==> src/cel_pkg.sv <==
// ----------------------------------------------------------------------------
// cel_pkg
// Shared constants and the result layout for the console line editor.
// ----------------------------------------------------------------------------
package cel_pkg;

    localparam int DEPTH_DEFAULT = 128;

    localparam int S_DATA_W = 16;
    localparam int S_USER_W = 1;
    localparam int M_DATA_W = 32;

    localparam logic OP_RECV = 1'b0;
    localparam logic OP_READ = 1'b1;

    localparam logic [7:0] KEY_DUMP = 8'h10;
    localparam logic [7:0] KEY_KILL = 8'h15;
    localparam logic [7:0] KEY_BS   = 8'h08;
    localparam logic [7:0] KEY_DEL  = 8'h7f;
    localparam logic [7:0] KEY_EOF  = 8'h04;
    localparam logic [7:0] KEY_LF   = 8'h0a;
    localparam logic [7:0] KEY_CR   = 8'h0d;

    localparam logic [1:0] ECHO_NONE  = 2'd0;
    localparam logic [1:0] ECHO_CHAR  = 2'd1;
    localparam logic [1:0] ECHO_ERASE = 2'd2;
    localparam logic [1:0] ECHO_EOF   = 2'd3;

    localparam logic [1:0] RD_NONE  = 2'd0;
    localparam logic [1:0] RD_BYTE  = 2'd1;
    localparam logic [1:0] RD_EMPTY = 2'd2;
    localparam logic [1:0] RD_EOF   = 2'd3;

    typedef struct packed {
        logic       pad;
        logic       line_end;
        logic [7:0] read_byte;
        logic [1:0] read_status;
        logic       dump_request;
        logic       line_committed;
        logic [7:0] erase_count;
        logic [7:0] echo_char;
        logic [1:0] echo_kind;
    } cel_result_t;

endpackage

==> src/cel_ram.sv <==
// ----------------------------------------------------------------------------
// cel_ram
// Generic single-port-write, single-port-read RAM with registered read data.
// ----------------------------------------------------------------------------
module cel_ram #(
    parameter int WIDTH = 8,
    parameter int DEPTH = 128
) (
    input  logic                     aclk,
    input  logic                     wr_en,
    input  logic [$clog2(DEPTH)-1:0] wr_addr,
    input  logic [WIDTH-1:0]         wr_data,
    input  logic [$clog2(DEPTH)-1:0] rd_addr,
    output logic [WIDTH-1:0]         rd_data
);

    logic [WIDTH-1:0] mem_reg [DEPTH];
    logic [WIDTH-1:0] rd_data_reg;

    always_ff @(posedge aclk) begin
        if (wr_en) begin
            mem_reg[wr_addr] <= wr_data;
        end
        rd_data_reg <= mem_reg[rd_addr];
    end

    assign rd_data = rd_data_reg;

endmodule

==> src/console_line_editor.sv <==
// ----------------------------------------------------------------------------
// console_line_editor
// Canonical terminal line editor over a ring of DEPTH bytes.
// ----------------------------------------------------------------------------
// Input beats carry a receive item (s_tuser = 0, a typed key) or a read item
// (s_tuser = 1, pop one committed byte). Every input beat yields exactly one
// output beat on m_* holding the echo code, erase count, commit and dump
// flags, and the read status with the popped byte.
// A receive beat, or a read beat that finds nothing committed, shows its
// result in the cycle after acceptance. A read beat with committed data goes
// through ST_FETCH to take the line store RAM's registered read data first.
// Receive beats: one per cycle unless stalled; ST_FETCH takes no new beat.
// The line store itself holds no reset; the read, commit and edit indices
// clear at reset, so only written entries are ever read.
// While the output beat waits on m_tready, s_tready stays low; the held
// beat and all indices stay unchanged until it is taken.
// ----------------------------------------------------------------------------
module console_line_editor #(
    parameter int DEPTH = cel_pkg::DEPTH_DEFAULT
) (
    input  logic                         aclk,
    input  logic                         aresetn,
    input  logic                         s_tvalid,
    output logic                         s_tready,
    // [7:0] key, [8] first_of_call, [15:9] zero
    input  logic [cel_pkg::S_DATA_W-1:0] s_tdata,
    // [0] opcode
    input  logic [cel_pkg::S_USER_W-1:0] s_tuser,
    output logic                         m_tvalid,
    input  logic                         m_tready,
    // [1:0] echo_kind, [9:2] echo_char, [17:10] erase_count,
    // [18] line_committed, [19] dump_request, [21:20] read_status,
    // [29:22] read_byte, [30] line_end, [31] zero
    output logic [cel_pkg::M_DATA_W-1:0] m_tdata
);

    import cel_pkg::*;

    localparam int SPAN = 2 * DEPTH;
    localparam int IW   = $clog2(SPAN);
    localparam int AW   = $clog2(DEPTH);

    localparam logic ST_IDLE  = 1'b0;
    localparam logic ST_FETCH = 1'b1;

    logic          state_reg, state_next;
    logic [IW-1:0] read_reg, read_next;
    logic [IW-1:0] commit_reg, commit_next;
    logic [IW-1:0] edit_reg, edit_next;
    logic          first_reg, first_next;
    logic          m_tvalid_reg, m_tvalid_next;
    cel_result_t   out_reg, out_next;

    logic          accept;
    logic          op;
    logic [7:0]    key;
    logic          first_of_call;
    logic [7:0]    stored_char;

    logic [IW:0]   fill_diff;
    logic [IW-1:0] fill;
    logic [IW:0]   kill_diff;
    logic [IW-1:0] kill_count;
    logic [IW-1:0] edit_inc;
    logic [IW-1:0] edit_dec;
    logic [IW-1:0] read_inc;
    logic [AW-1:0] edit_slot;
    logic [AW-1:0] read_slot;

    logic          wr_en;
    logic [7:0]    rd_data;

    assign op            = s_tuser[0];
    assign key           = s_tdata[7:0];
    assign first_of_call = s_tdata[8];

    assign s_tready = (state_reg == ST_IDLE) && (!m_tvalid_reg || m_tready);
    assign accept   = s_tvalid && s_tready;

    assign fill_diff  = {1'b0, edit_reg} - {1'b0, read_reg};
    assign fill       = (edit_reg >= read_reg) ? fill_diff[IW-1:0]
                                               : IW'(fill_diff + (IW+1)'(SPAN));
    assign kill_diff  = {1'b0, edit_reg} - {1'b0, commit_reg};
    assign kill_count = (edit_reg >= commit_reg) ? kill_diff[IW-1:0]
                                                 : IW'(kill_diff + (IW+1)'(SPAN));

    assign edit_inc = (edit_reg == IW'(SPAN - 1)) ? '0 : edit_reg + 1'b1;
    assign edit_dec = (edit_reg == '0) ? IW'(SPAN - 1) : edit_reg - 1'b1;
    assign read_inc = (read_reg == IW'(SPAN - 1)) ? '0 : read_reg + 1'b1;

    assign edit_slot = AW'((edit_reg >= IW'(DEPTH)) ? edit_reg - IW'(DEPTH) : edit_reg);
    assign read_slot = AW'((read_reg >= IW'(DEPTH)) ? read_reg - IW'(DEPTH) : read_reg);

    assign stored_char = (key == KEY_CR) ? KEY_LF : key;

    cel_ram #(
        .WIDTH (8),
        .DEPTH (DEPTH)
    ) u_store (
        .aclk    (aclk),
        .wr_en   (wr_en),
        .wr_addr (edit_slot),
        .wr_data (stored_char),
        .rd_addr (read_slot),
        .rd_data (rd_data)
    );

    always_comb begin
        state_next    = state_reg;
        read_next     = read_reg;
        commit_next   = commit_reg;
        edit_next     = edit_reg;
        first_next    = first_reg;
        m_tvalid_next = m_tvalid_reg && !m_tready;
        out_next      = out_reg;
        wr_en         = 1'b0;

        if (accept) begin
            out_next      = '0;
            m_tvalid_next = 1'b1;
            if (op == OP_RECV) begin
                case (key)
                    KEY_DUMP: begin
                        out_next.dump_request = 1'b1;
                    end
                    KEY_KILL: begin
                        if (kill_count != '0) begin
                            edit_next            = commit_reg;
                            out_next.echo_kind   = ECHO_ERASE;
                            out_next.erase_count = (32'(kill_count) > 32'd255) ? 8'd255
                                                                            : 8'(kill_count);
                        end
                    end
                    KEY_BS, KEY_DEL: begin
                        if (edit_reg != commit_reg) begin
                            edit_next            = edit_dec;
                            out_next.echo_kind   = ECHO_ERASE;
                            out_next.erase_count = 8'd1;
                        end
                    end
                    default: begin
                        if (key != 8'd0 && fill < IW'(DEPTH) && key != KEY_LF) begin
                            wr_en     = 1'b1;
                            edit_next = edit_inc;
                            if (stored_char == KEY_EOF) begin
                                out_next.echo_kind = ECHO_EOF;
                            end else begin
                                out_next.echo_kind = ECHO_CHAR;
                                out_next.echo_char = stored_char;
                            end
                            if (stored_char == KEY_LF || stored_char == KEY_EOF
                                || fill == IW'(DEPTH - 1)) begin
                                commit_next             = edit_inc;
                                out_next.line_committed = 1'b1;
                            end
                        end
                    end
                endcase
            end else begin
                if (read_reg == commit_reg) begin
                    out_next.read_status = RD_EMPTY;
                end else begin
                    m_tvalid_next = 1'b0;
                    first_next    = first_of_call;
                    state_next    = ST_FETCH;
                end
            end
        end else if (state_reg == ST_FETCH) begin
            out_next      = '0;
            m_tvalid_next = 1'b1;
            state_next    = ST_IDLE;
            if (rd_data == KEY_EOF) begin
                out_next.read_status = RD_EOF;
                if (first_reg) begin
                    read_next = read_inc;
                end
            end else begin
                read_next          = read_inc;
                out_next.read_status = RD_BYTE;
                out_next.read_byte = rd_data;
                out_next.line_end  = (rd_data == KEY_LF);
            end
        end
    end

    always_ff @(posedge aclk) begin
        if (!aresetn) begin
            state_reg    <= ST_IDLE;
            read_reg     <= '0;
            commit_reg   <= '0;
            edit_reg     <= '0;
            m_tvalid_reg <= 1'b0;
        end else begin
            state_reg    <= state_next;
            read_reg     <= read_next;
            commit_reg   <= commit_next;
            edit_reg     <= edit_next;
            m_tvalid_reg <= m_tvalid_next;
        end
        first_reg <= first_next;
        out_reg   <= out_next;
    end

    assign m_tvalid = m_tvalid_reg;
    assign m_tdata  = out_reg;

endmodule

==> config.mk <==
export PLATFORM = sky130hd
export DESIGN_NAME = console_line_editor
export DESIGN_NICKNAME = d
export VERILOG_FILES = /design/src/cel_pkg.sv /design/src/cel_ram.sv /design/src/console_line_editor.sv
export SDC_FILE = /design/constraint.sdc
export NUM_CORES = 1
export LEC_CHECK = 0
export BUFFER_PORTS_ARGS = -buffer_cell sky130_fd_sc_hd__buf_2
export CORE_ASPECT_RATIO = 0.6
export CORE_MARGIN = 10
export CORE_UTILIZATION = 31
export CTS_CLUSTER_SIZE = 30
export DETAILED_ROUTE_END_ITERATION = 12
export PLACE_DENSITY = 0.54
export RECOVER_POWER = 25
export SYNTH_ARGS = -nofsm -noshare
export SYNTH_HDL_FRONTEND = slang
export SYNTH_SLANG_ARGS = --single-unit
==> constraint.sdc <==
create_clock -name aclk -period 12.7 [get_ports aclk]
set_input_delay 2.54 -clock aclk [delete_from_list [all_inputs] [get_ports aclk]]
set_output_delay 2.54 -clock aclk [all_outputs]
set_load 0.05 [all_outputs]
Word level (Yosys, flattened, before mapping)
Memory sizes are Yosys's and may differ from the RTL's. A register that Yosys moved wholly into a read port is not among the register bits.
Index checks and enable logic that the tools add are counted.
W data, S select, Z words.
Storage, ports and cells
  register bits: 58
  bits in writable memories: 1024
  output and inout bits: 34
  memories kept: 1
Operators by class
  add/sub/neg operators: 9
  order comparisons: 5
  equality and inequality tests: 18
  muxes and demuxes: 45
  bitwise logic cells: 6
  reduce and logical (&&, ||, !) cells: 23
Memory list
  u_store.mem_reg: words 128, width 8, rd ports 1, clocked after Yosys merged registers in 1, wr ports 1, line cel_ram.sv:17  | logic [WIDTH-1:0] mem_reg [DEPTH];
Operator list (number)
  $mux W8: 14
  $mux W22: 2
  $add A8 B1 Y8 const B: 4
  $eq A8 B4 Y1 const B: 4
  $pmux W8 S3: 1
  $mux W20: 1
  $eq A8 B3 Y1 const B: 2
  $eq A8 B5 Y1 const B: 2
  $eq A8 B7 Y1 const B: 2
  $eq A8 B8 Y1 const B: 2
  $ge A8 B8 Y1: 2
  $ge A8 B8 Y1 const B: 2
  $pmux W8 S2: 1
  $reduce_bool A8 Y1: 2
  $sub A8 B8 Y8: 2
  $mux W1: 15
  $mux W7: 2
  $sub A7 B1 Y7 const B: 2
  $mux W2: 6
  $mux W10: 1
  $mux W9: 1
  $eq A8 B8 Y1: 1
  $logic_not A8 Y1: 1
  $lt A8 B8 Y1 const B: 1
  17 further kinds: 33

Longest topological paths before layout
Gate-level depths: netlist of run 1.
  depth in word-level cells: 12
  gate-level depth with buffers: 16
  gate-level depth less buffers: 11

Modules after synthesis
A second synthesis of run 1 with hierarchy kept.
Second synthesis, totals
  cell total of the unflattened synthesis: 2062
  area, all modules: 43508.0 µm²
Modules (own cells, without submodules)
  cel_ram: instances 1, cells each 1635, area each 39665.5 µm², sequential area each 30909.6 µm²
  console_line_editor: instances 1, cells each 427, area each 3842.4 µm², sequential area each 1391.3 µm²

Worst setup path before layout of run 1
OpenSTA, ideal clock, no wires.
  path kind: input-to-reg
  from: in s_tdata[3] (netlist name)
  to: mem u_store.mem_reg[0][0], data pin
  data arrival time: 8040 ps
  required time: 11452 ps
  path slack: 3412 ps
  cell stages on the path: 3
  buffers on the path: 1
  cell sequence: buf_2 and3b_1 a21boi_0
Between the ends
  longest elaborated chain between the ends: 2
RTL lines
  start, declared: line console_line_editor.sv:26  | input logic [cel_pkg::S_DATA_W-1:0] s_tdata,
  $eq A8 B4 Y1: line console_line_editor.sv:94  | assign stored_char = (key == KEY_CR) ? KEY_LF : key;
  $mux W8: line console_line_editor.sv:94
  via stored_char[0]: line console_line_editor.sv:58  | logic [7:0] stored_char;
  end, declared: line cel_ram.sv:17
The timed path passes the listed nets, and every way through them passes these cells.

Worst setup path in the final report of run 1
  from: in s_tdata[6] (netlist name)
  to: mem u_store.mem_reg[68][5], enable pin
Between the ends
  longest elaborated chain between the ends: 9
  elaborated cells on any way between the ends: 15
  classes of those cells: eq/ne: 5; mux: 6; reduce/logical: 4
RTL lines
  $reduce_bool A8 Y1: line console_line_editor.sv:142  | if (key != 8'd0 && fill < IW'(DEPTH) && key != KEY_LF) begin
  $logic_and A1 B1 Y1 (2 in series): line console_line_editor.sv:142
  $mux W1: line console_line_editor.sv:142
  $mux W1 *: line console_line_editor.sv:122  | case (key)
  $mux W1 *: line console_line_editor.sv:121  | if (op == OP_RECV) begin
  $mux W1 *: line console_line_editor.sv:118  | if (accept) begin
  $mux W1 *: line cel_ram.sv:21  | if (wr_en) begin
  $mux W1 (implied by the code) *: line cel_ram.sv:22  | mem_reg[wr_addr] <= wr_data;
Mark *: on every way between the ends. The rest lies on a longest branch, timed or not.

==> impl_metrics.py, run 1 <==
metrics = {
    "clock_network": {
        "clk_latency_ns": 0.69,
        "clock_sinks": 1090,
        "clock_path_buffers": 3,
        "cts_max_level": 3,
        "cts_tree": "built",
        "cts.clk_slew.worst_paths_ns": 0.07,
        "cts_root_buf": "clkbuf_16",
        "cts_resized": 0,
        "cts_hold_buf": 0,
        "cts_buffers": 93,
        "cts_setup_buffers": 0,
    },
    "synth": {
        "syn_inst": 2243,
        "synthArstFlopShare_pct": 0,
        "syn-cell-area_um2": 43600,
        "synthSimpleGateAreaFrac_pct": 4.56,
        "yosys.cell_count.top_type": "edfxtp_1",
        "synth_warnings": 0,
        "synth_fa_ha_area_share_pct": 0.608,
        "synthTopCellsByCount": "edfxtp_1 (1047), mux4_2 (276), nor2_1 (210)",
        "synth_nets": 2284,
        "synth_ff_type": "edfxtp_1",
        "synthTopCellsByArea": "edfxtp_1 (72%), mux4_2 (14%), dfxtp_1 (2.0%)",
        "syn_avg_cell_area_um2": 19.5,
        "synth_compound_area_share_pct": 2.79,
        "synth_top_family_by_area": "multiplexers",
        "yosys.area_share.xor_xnor_pct": 0.602,
        "synth_top_area_share_pct": 72.1,
        "ys_ff_latch": 1090,
        "muxShareOfSynthArea_pct": 15.7,
        "yosysUniqueCellTypes": 75,
        "synth-edff-count": 1047,
        "yosys.area.top_type": "edfxtp_1",
        "ys_seq_area_share_pct": 74.0,
    },
    "floorplanning": {
        "die_area_um2": 157000,
        "die_x_um": 504,
        "core_area_um2": 140000,
        "row_count": 106,
        "start_util_pct": 31.3,
        "die_h_um": 311,
        "ioPinCount": 55,
    },
    "placement": {
        "dp_hpwl_mm": 71.3,
        "io_buffers": 46,
        "post-place-ws_ns": 4.85,
        "place_area_um2": 45900,
        "place_congestion": 0.830,
    },
    "sta": {
        "worstMarginPinSlew_ns": 4.04,
        "setup-violations-final": 0,
        "hold_violations": 0,
        "grt_setup_unrepaired": "false",
        "setup-tns-final_ns": 0,
        "fmax_mhz": 111,
        "holdWs_ns": 0.483,
        "setup_ws_ns": 3.67,
        "fin_crit_sh_pct": 71.1,
        "finalCriticalPeriod_ns": 9.03,
        "finClkSkew_ns": 0.0251,
        "slew_viol_final": 537,
        "max_slew_margin_pct": -169,
    },
    "pwr": {
        "p_comb_share_pct": 2.8,
        "switching_share_pct": 20.8,
        "vdd_drop_max_v": 0.0000951,
        "p_sw_mw": 1.44,
        "seq_power_share_pct": 57.2,
        "p_int_mw": 5.49,
        "powerDensity_nw_per_um2": 142,
        "cellLeakagePower_nw": 14.7,
        "clkPwrFrac_pct": 40.1,
    },
    "worst_setup_path": {
        "reg2reg_to": "u_store.mem_reg[68][5]",
        "crit_required_ns": 13.00,
        "crit-reg2reg-launch": "read_reg[0]",
        "crit_type": "in -> reg",
        "r2r_slack_ns": 6.16,
        "worstSetupEndpointType": "flop",
        "worstPathMaxFanout": 64,
        "critPathLaunchType": "primary input",
        "r2r_cells": 9,
        "crit_arrival_ns": 9.33,
    },
    "route": {
        "wl_per_cell_um": 27.2,
        "drt_wl_total_mm": 116,
        "detail-route-antenna-nets": 0,
        "drtIter0Drc": 3115,
        "via_per_inst": 5.28,
        "first_pass_iters": 5,
        "via_count": 22500,
        "drc": 0,
    },
    "global_route": {
        "antenna_found_initial": 5,
        "grt_pass1_wl_mm": 166,
        "grt_pass1_vias": 22100,
        "grt_busiest_layer": "met1",
        "grt_overflow_total": 0,
        "use_met1_pct": 22.6,
        "grt_max_degree": 118,
        "grt_util_all_layers_pct": 14.3,
        "grtUsageMet2_pct": 19.2,
        "gr-usage-met3_pct": 3.79,
    },
    "min_path": {
        "holdPathStages": 2,
        "hold_end": "m_tdata[30]",
        "holdCritStartpoint": "m_tdata[30]",
        "hold_path.class": "reg -> reg",
    },
    "layout": {
        "finalInstanceArea_um2": 48700,
        "nNetsFinal": 2333,
        "drive_gt1_share_pct": 20.9,
        "antenna_cells": 0,
        "syn_to_final_growth_pct": 11.7,
        "largest_register_ffs": 1024,
    },
    "outcome": {
        "status": "finished with violations",
        "violations": "max-capacitance violations, max-slew violations",
    },
    "run": {
        "maxCapViolCount": 9,
    },
}
-- stage by stage --
step / utilization [%] / power [mW] / std cells
final: 34.9 / 6.93 / 4253
after global routing: 34.9 / 7.14 / 4253
after CTS: 35.0 / 6.97 / 4253
after detailed placement: 32.9 / 4.23 / 4087
after global placement: 32.9 / 4.22 / 4087
after floorplan: - / 4.16 / 2243
-- layer usage --
metal / share of wire, % / up-vias
met5: 0.011 / -
met4: 1.9 / 2
met3: 10 / 143
met2: 41 / 1079
met1: 47 / 12000
li1: - / 9237
-- worst max path at each step --
stage | startpoint | to | slack (ns) | cells after the start
3_5_place_dp | s_tdata[6] | u_store.mem_reg[68][0] | 4.85 | 9
6_report | s_tdata[6] | u_store.mem_reg[68][5] | 3.67 | 9
2_1_floorplan | s_tdata[3] | u_store.mem_reg[0][0] | 3.41 | 3
4_1_cts | s_tdata[6] | u_store.mem_reg[68][5] | 5.57 | 9
3_3_place_gp | s_tdata[6] | u_store.mem_reg[68][0] | 5.00 | 9
5_1_grt | s_tdata[6] | u_store.mem_reg[68][5] | 3.10 | 9
-- logic make-up (layout without fill, tap and decap cells) --
logic type	Yosys count	after routing
buffers and inverters	150	270
AOI/OAI and AO/OA	174	174
xor gates and xnor gates	30	30
muxes	340	340
adders and majority gates	20	20
other	1	1
and+or+nand+nor	438	438
DFF	1090	1090
-- area by class of cell --
class | count | area, um2
multi-input cells | 1003 | 10600
repair buffers | 82 | 519
fillers | 13000 | 90800
inverters | 22 | 83.8
clock buffers | 129 | 2530
flip-flops and latches | 1090 | 32300
well taps | 1890 | 2360
clock inverters | 37 | 302
-- cell usage in the layout (no fill, tap or decap), drive strengths merged, types with 6 or more instances in the layout --
cell type  count
a311oi        11
xnor2         15
nor2b         13
mux4         276
nand3         20
edfxtp      1047
a211oi        17
o22ai         16
clkinv        32
ha            18
nand4          6
nor2         210
buf           73
nor3          20
and2          12
a31oi          7
mux2i         60
o21ai         27
inv           21
a21oi         31
nand2        108
a221oi         6
a2111oi        7
dfxtp         43
nor4           7
clkbuf       138
xor2          15
a22oi         12
and3          14
-- critical path, stage by stage --
cell and delay [ns]:
clkbuf_1 2.08, nor3_1 0.37, and4b_1 0.40, nor2_1 0.65, nand2_1 0.44, nor3_4 0.85
nand3_1 0.67, buf_4 0.48, nor2_1 0.83
-- power groups by stage --
stage | Sequential, mW | Clock (mW) | Combinational [mW]
6_report | 3.96 | 2.78 | 0.191
5_1_grt | 3.96 | 2.98 | 0.206
4_1_cts | 3.96 | 2.82 | 0.193
3_5_place_dp | 4.04 | 0 | 0.193
3_3_place_gp | 4.04 | 0 | 0.186
2_1_floorplan | 4.05 | 0 | 0.102
Note: power is estimated with default switching activity, not from simulation.
==> run 2, diff against run 1 <==
Settings changed: PLACE_DENSITY 0.54 to 0.56.
Clock period 12.7 ns to 7.8 ns, I/O delays scaled along.
==> impl_metrics.py, run 2 (synthesis gave the netlist of run 1 again) <==
metrics = {
    "outcome": {
        "status": "finished with violations",
        "violations": "max-capacitance violations, max-slew violations",
    },
    "route": {
        "first_pass_iters": 5,
        "via_count": 22500,
        "drt_wl_total_mm": 115,
        "drc": 0,
        "drtIter0Drc": 2866,
        "wl_per_cell_um": 26.7,
        "via_per_inst": 5.24,
        "detail-route-antenna-nets": 0,
    },
    "layout": {
        "final_common_cell": "edfxtp_1",
        "drive_gt1_share_pct": 22.8,
        "instances_no_fill": 4299,
        "utilization_pct": 35.2,
        "final_cell_mix": "edfxtp_1 (1047), mux4_2 (276), nor2_1 (210)",
        "largest_register_ffs": 1024,
        "nFillCells": 13000,
        "nNetsFinal": 2374,
        "syn_to_final_growth_pct": 12.4,
    },
    "worst_setup_path": {
        "crit-reg2reg-launch": "read_reg[1]",
        "max_stage_delay_ns": 2.33,
        "worstPathMaxFanout": 64,
        "cp.depth": 7,
        "critPathLaunchType": "flop",
        "crit_type": "reg -> reg",
        "r2r_cells": 7,
        "path_delay_family": "buffers and inverters",
        "path_buf_inv": 2,
        "worstSetupEndpointType": "flop",
        "crit_required_ns": 8.28,
        "r2r_slack_ns": 1.14,
        "reg2reg_to": "u_store.rd_data[7]",
        "cp_cell_sequence": "clkbuf_1 > buf_4 > mux4_2 > mux2i_1 > o22ai_1 > a2111oi_1 > a21oi_1",
        "crit_arrival_ns": 7.14,
        "slowest_stage": "clkbuf_1",
    },
    "placement": {
        "io_buffers": 46,
        "place_congestion": 0.830,
        "post-place-cells": 4129,
        "dp_hpwl_mm": 70.6,
        "post-place-ws_ns": 1.23,
    },
    "global_route": {
        "grt_pass1_wl_mm": 166,
        "grt_util_all_layers_pct": 14.2,
        "grt_overflow_total": 0,
        "grt_max_degree": 98,
        "grt_pass1_vias": 22700,
        "grt_busiest_layer": "met1",
        "grtUsageMet2_pct": 19.9,
        "use_met1_pct": 21.0,
        "antenna_found_initial": 7,
        "gr-usage-met3_pct": 5.40,
    },
    "clock_network": {
        "cts_hold_buf": 0,
        "clock_sinks": 1090,
        "clk_latency_ns": 0.70,
        "cts_buffers": 92,
        "cts_tree": "built",
        "cts_resized": 0,
        "clock_path_buffers": 3,
        "cts_root_buf": "clkbuf_16",
        "cts_max_level": 3,
        "cts.clk_slew.worst_paths_ns": 0.07,
        "cts_setup_buffers": 0,
    },
    "sta": {
        "fmax_mhz": 150,
        "worstMarginPinSlew_ns": 4.67,
        "max_slew_margin_pct": -211,
        "slew_viol_final": 351,
        "setup_ws_ns": 1.14,
        "fin_crit_sh_pct": 85.4,
        "setup-tns-final_ns": 0,
        "grt_setup_unrepaired": "false",
        "finClkSkew_ns": 0.0336,
        "hold_violations": 0,
        "finalCriticalPeriod_ns": 6.66,
        "setup-violations-final": 0,
    },
    "floorplanning": {
        "start_util_pct": 31.3,
        "die_h_um": 311,
        "die_area_um2": 157000,
        "die_x_um": 504,
        "core_area_um2": 140000,
        "ioPinCount": 55,
        "row_count": 106,
    },
    "pwr": {
        "powerDensity_nw_per_um2": 230,
        "cellLeakagePower_nw": 15.0,
        "totalPowerFinal_mw": 11.3,
        "vdd_drop_max_v": 0.000160,
    },
    "min_path": {
        "holdCritStartpoint": "m_tdata[30]",
        "hold_end": "m_tdata[30]",
        "hold_path.class": "reg -> reg",
        "holdPathStages": 2,
    },
    "run": {
        "maxCapViolCount": 5,
    },
}
==> run 2: how the worst max path moves through the flow <==
stage,start,to,slack [ns]
2_1_floorplan,s_tdata[3],u_store.mem_reg[0][0],1.72
3_3_place_gp,s_tdata[5],u_store.mem_reg[79][3],1.39
3_5_place_dp,s_tdata[5],u_store.mem_reg[95][7],1.23
4_1_cts,s_tdata[5],u_store.mem_reg[95][7],1.97
5_1_grt,s_tdata[7],u_store.mem_reg[79][0],0.83
6_report,read_reg[1],u_store.rd_data[7],1.14
==> run 2: final cells by class <==
cell class / count / area (um2) / area share [%]
sequential: 1090 / 32300 / 65.9
multi-input combinational: 1003 / 10600 / 21.7
clock buffer: 122 / 2470 / 5.03
tap: 1890 / 2360 / 4.82
timing repair buffer: 124 / 822 / 1.68
clock inverter: 45 / 378 / 0.770
inverter: 22 / 83.8 / 0.171
antenna: 3 / 7.51 / 0.0153
==> run 2: routing by layer <==
metal	part of all wire, %	up-vias
met1	45	12000
met5	0	-
met4	1.5	0
met2	42	1067
met3	11	118
li1	-	9323
==> run 2: power by group <==
| group | leakage (nW) | switching (mW) | internal [mW] |
|---|---|---|---|
| logic | 3.79 | 0.247 | 0.0692 |
| registers | 9.79 | 0.0137 | 6.43 |
| clock network | 1.40 | 2.12 | 2.40 |
==> run 2: stage by stage <==
stage / hold WS (ns) / cell area [um2]
floorplan: 0.450 / 43600
global placement: 0.456 / 46200
detailed placement: 0.459 / 46200
CTS: 0.469 / 49100
global route: 0.497 / 49100
finish: 0.472 / 49100
==> run 2: worst min-delay path, stage by stage, from the launching register on <==
cell     delay (ns)
dfxtp_1        0.31
nand2_1        0.05
o21ai_0        0.06
==> run 3, diff against run 2 <==
Settings changed: SYNTH_HIERARCHICAL set to 1.
==> impl_metrics.py, run 3 <==
metrics = {
    "global_route": {
        "antenna_found_initial": 9,
        "grt_overflow_total": 0,
        "grt_pass1_wl_mm": 151,
        "grt_max_degree": 129,
        "grt_util_all_layers_pct": 13.2,
        "grt_pass1_vias": 20700,
    },
    "layout": {
        "utilization_pct": 35.1,
        "register_area_um2": 32300,
        "syn_to_final_growth_pct": 12.3,
        "instances_no_fill": 4107,
        "nFillCells": 12800,
        "nNetsFinal": 2180,
        "multiInputGateArea_um2": 10600,
        "drive_gt1_share_pct": 26.8,
        "final_common_cell": "edfxtp_1",
        "largest_register_ffs": 1024,
        "final_cell_mix": "edfxtp_1 (1047), mux4_2 (336), nor2_1 (161)",
    },
    "outcome": {
        "status": "finished with violations",
        "violations": "max-capacitance violations, max-slew violations",
    },
    "sta": {
        "slew_viol_final": 528,
        "max_slew_margin_pct": -166,
        "setup-tns-final_ns": 0,
        "hold_violations": 0,
        "setup_ws_ns": 1.76,
        "finClkSkew_ns": 0.0193,
        "worstMarginPinSlew_ns": 3.99,
        "setup-violations-final": 0,
        "fin_crit_sh_pct": 77.4,
        "finalCriticalPeriod_ns": 6.04,
        "fmax_mhz": 166,
        "grt_setup_unrepaired": "false",
        "holdWs_ns": 0.462,
    },
    "min_path": {
        "hold_end": "m_tdata[30]",
        "holdPathStages": 2,
        "holdCritStartpoint": "m_tdata[30]",
        "hold_path.class": "reg -> reg",
    },
    "worst_setup_path": {
        "max_stage_delay_ns": 1.28,
        "r2r_slack_ns": 2.81,
        "crit_type": "in -> reg",
        "slowest_stage": "clkbuf_1",
        "crit-reg2reg-launch": "read_reg[2]",
        "r2r_cells": 9,
        "crit_path_frequent_cell": "nor4_1",
        "cp_cell_sequence": "clkbuf_1 > nor4_1 > and4b_1 > nor4_1 > and3_1 > buf_4 > nand3_2 > nor2_1",
        "worstSetupEndpointType": "flop",
        "critPathLaunchType": "primary input",
        "reg2reg_to": "u_store/mem_reg[35][3]",
        "worstPathMaxFanout": 41,
        "crit_arrival_ns": 6.34,
        "crit_required_ns": 8.10,
    },
    "synth": {
        "ys_seq_area_share_pct": 74.2,
        "synthTopCellsByCount": "edfxtp_1 (1047), mux4_2 (336), nor2_1 (160)",
        "synth_top_area_share_pct": 72.3,
        "synthTopCellsByArea": "edfxtp_1 (72%), mux4_2 (17%), dfxtp_1 (2.0%)",
        "yosys.area.top_type": "edfxtp_1",
        "synth_warnings": 6,
        "synth-edff-count": 1047,
        "syn_avg_cell_area_um2": 21.1,
        "synth_ff_type": "edfxtp_1",
        "ys_ff_latch": 1090,
        "synth_nets": 2104,
        "synthArstFlopShare_pct": 0,
        "syn-cell-area_um2": 43500,
        "syn_inst": 2062,
        "yosys.cell_count.top_type": "edfxtp_1",
        "yosysUniqueCellTypes": 74,
    },
    "clock_network": {
        "cts.clk_slew.worst_paths_ns": 0.06,
        "cts_max_level": 3,
        "cts_resized": 0,
        "clock_sinks": 1090,
        "cts_setup_buffers": 0,
        "cts_root_buf": "clkbuf_16",
        "cts_tree": "built",
        "clk_latency_ns": 0.69,
        "clock_path_buffers": 3,
        "cts_buffers": 92,
        "cts_hold_buf": 0,
    },
    "placement": {
        "post-place-ws_ns": 2.03,
        "dp_hpwl_mm": 64.2,
        "post-place-cells": 3934,
        "io_buffers": 46,
        "place_congestion": 0.805,
    },
    "route": {
        "via_count": 21000,
        "via_per_inst": 5.11,
        "detail-route-antenna-nets": 0,
        "drc": 0,
        "drtIter0Drc": 2237,
        "wl_per_cell_um": 25.4,
        "drt_wl_total_mm": 105,
        "first_pass_iters": 5,
    },
    "floorplanning": {
        "ioPinCount": 55,
        "die_h_um": 310,
        "core_area_um2": 139000,
        "die_x_um": 504,
        "start_util_pct": 31.2,
        "die_area_um2": 156000,
        "row_count": 106,
    },
    "pwr": {
        "vdd_drop_max_v": 0.000167,
        "powerDensity_nw_per_um2": 228,
        "cellLeakagePower_nw": 14.4,
    },
    "run": {
        "maxCapViolCount": 7,
    },
}
## run 3: cell type report
type                    instances  area share (%)
clock buffers                 123            5.03
repair buffers                 96            1.29
diodes                          4          0.0205
multi-input cells             833            21.7
flip-flops and latches       1090            66.1
well taps                    1890            4.84
clock inverters                46           0.778
inverters                      25           0.192
## run 3: how the worst max path moves through the flow
stage          cells after the start        from  slack, ns                endpoint
6_report                           8  s_tdata[5]       1.76  u_store/mem_reg[35][3]
2_1_floorplan                      4  s_tdata[1]       1.58   u_store/mem_reg[0][0]
5_1_grt                            8  s_tdata[5]       1.48  u_store/mem_reg[19][1]
3_5_place_dp                       8  s_tdata[4]       2.03  u_store/mem_reg[46][2]
3_3_place_gp                       8  s_tdata[4]       2.21  u_store/mem_reg[14][6]
4_1_cts                            8  s_tdata[4]       2.78  u_store/mem_reg[14][6]
## run 3: kinds of logic (layout without fill, tap and decap cells)
group,after synthesis,after routing,synth area share (%)
buffers and inverters,139,290,1.41
xor gates and xnor gates,28,28,0.564
DFF,1090,1090,74.2
and+or+nand+nor,326,326,3.54
adders and majority gates,21,21,0.638
muxes,361,361,18.0
AOI/OAI and AO/OA,96,96,1.60
other,1,5,0.00862
## run 3: layer usage
metal	part of all wire, %	track usage, %	vias up
met2	43	18.5	828
met1	45	19.8	11300
met5	0.012	0	-
met3	10	4.45	124
li1	-	-	8723
met4	1.6	2.94	2
## run 3: where the power goes
part | switching (mW) | internal (mW) | leakage (nW)
clock | 2.10 | 2.37 | 1.39
combinational | 0.201 | 0.0472 | 3.26
sequential | 0.00682 | 6.43 | 9.79
## run 3: critical path, delay by kind of cell
family,cells,cell delay [ns]
buffers and inverters,2,1.52
and+or+nand+nor,6,3.23
## run 3: per-stage QoR
| stage | cell area, um2 | power, mW |
|---|---|---|
| floorplan | 43500 | 6.71 |
| global placement | 46100 | 6.80 |
| detailed placement | 46100 | 6.81 |
| CTS | 48900 | 11.3 |
| global route | 48900 | 11.5 |
| finish | 48900 | 11.2 |
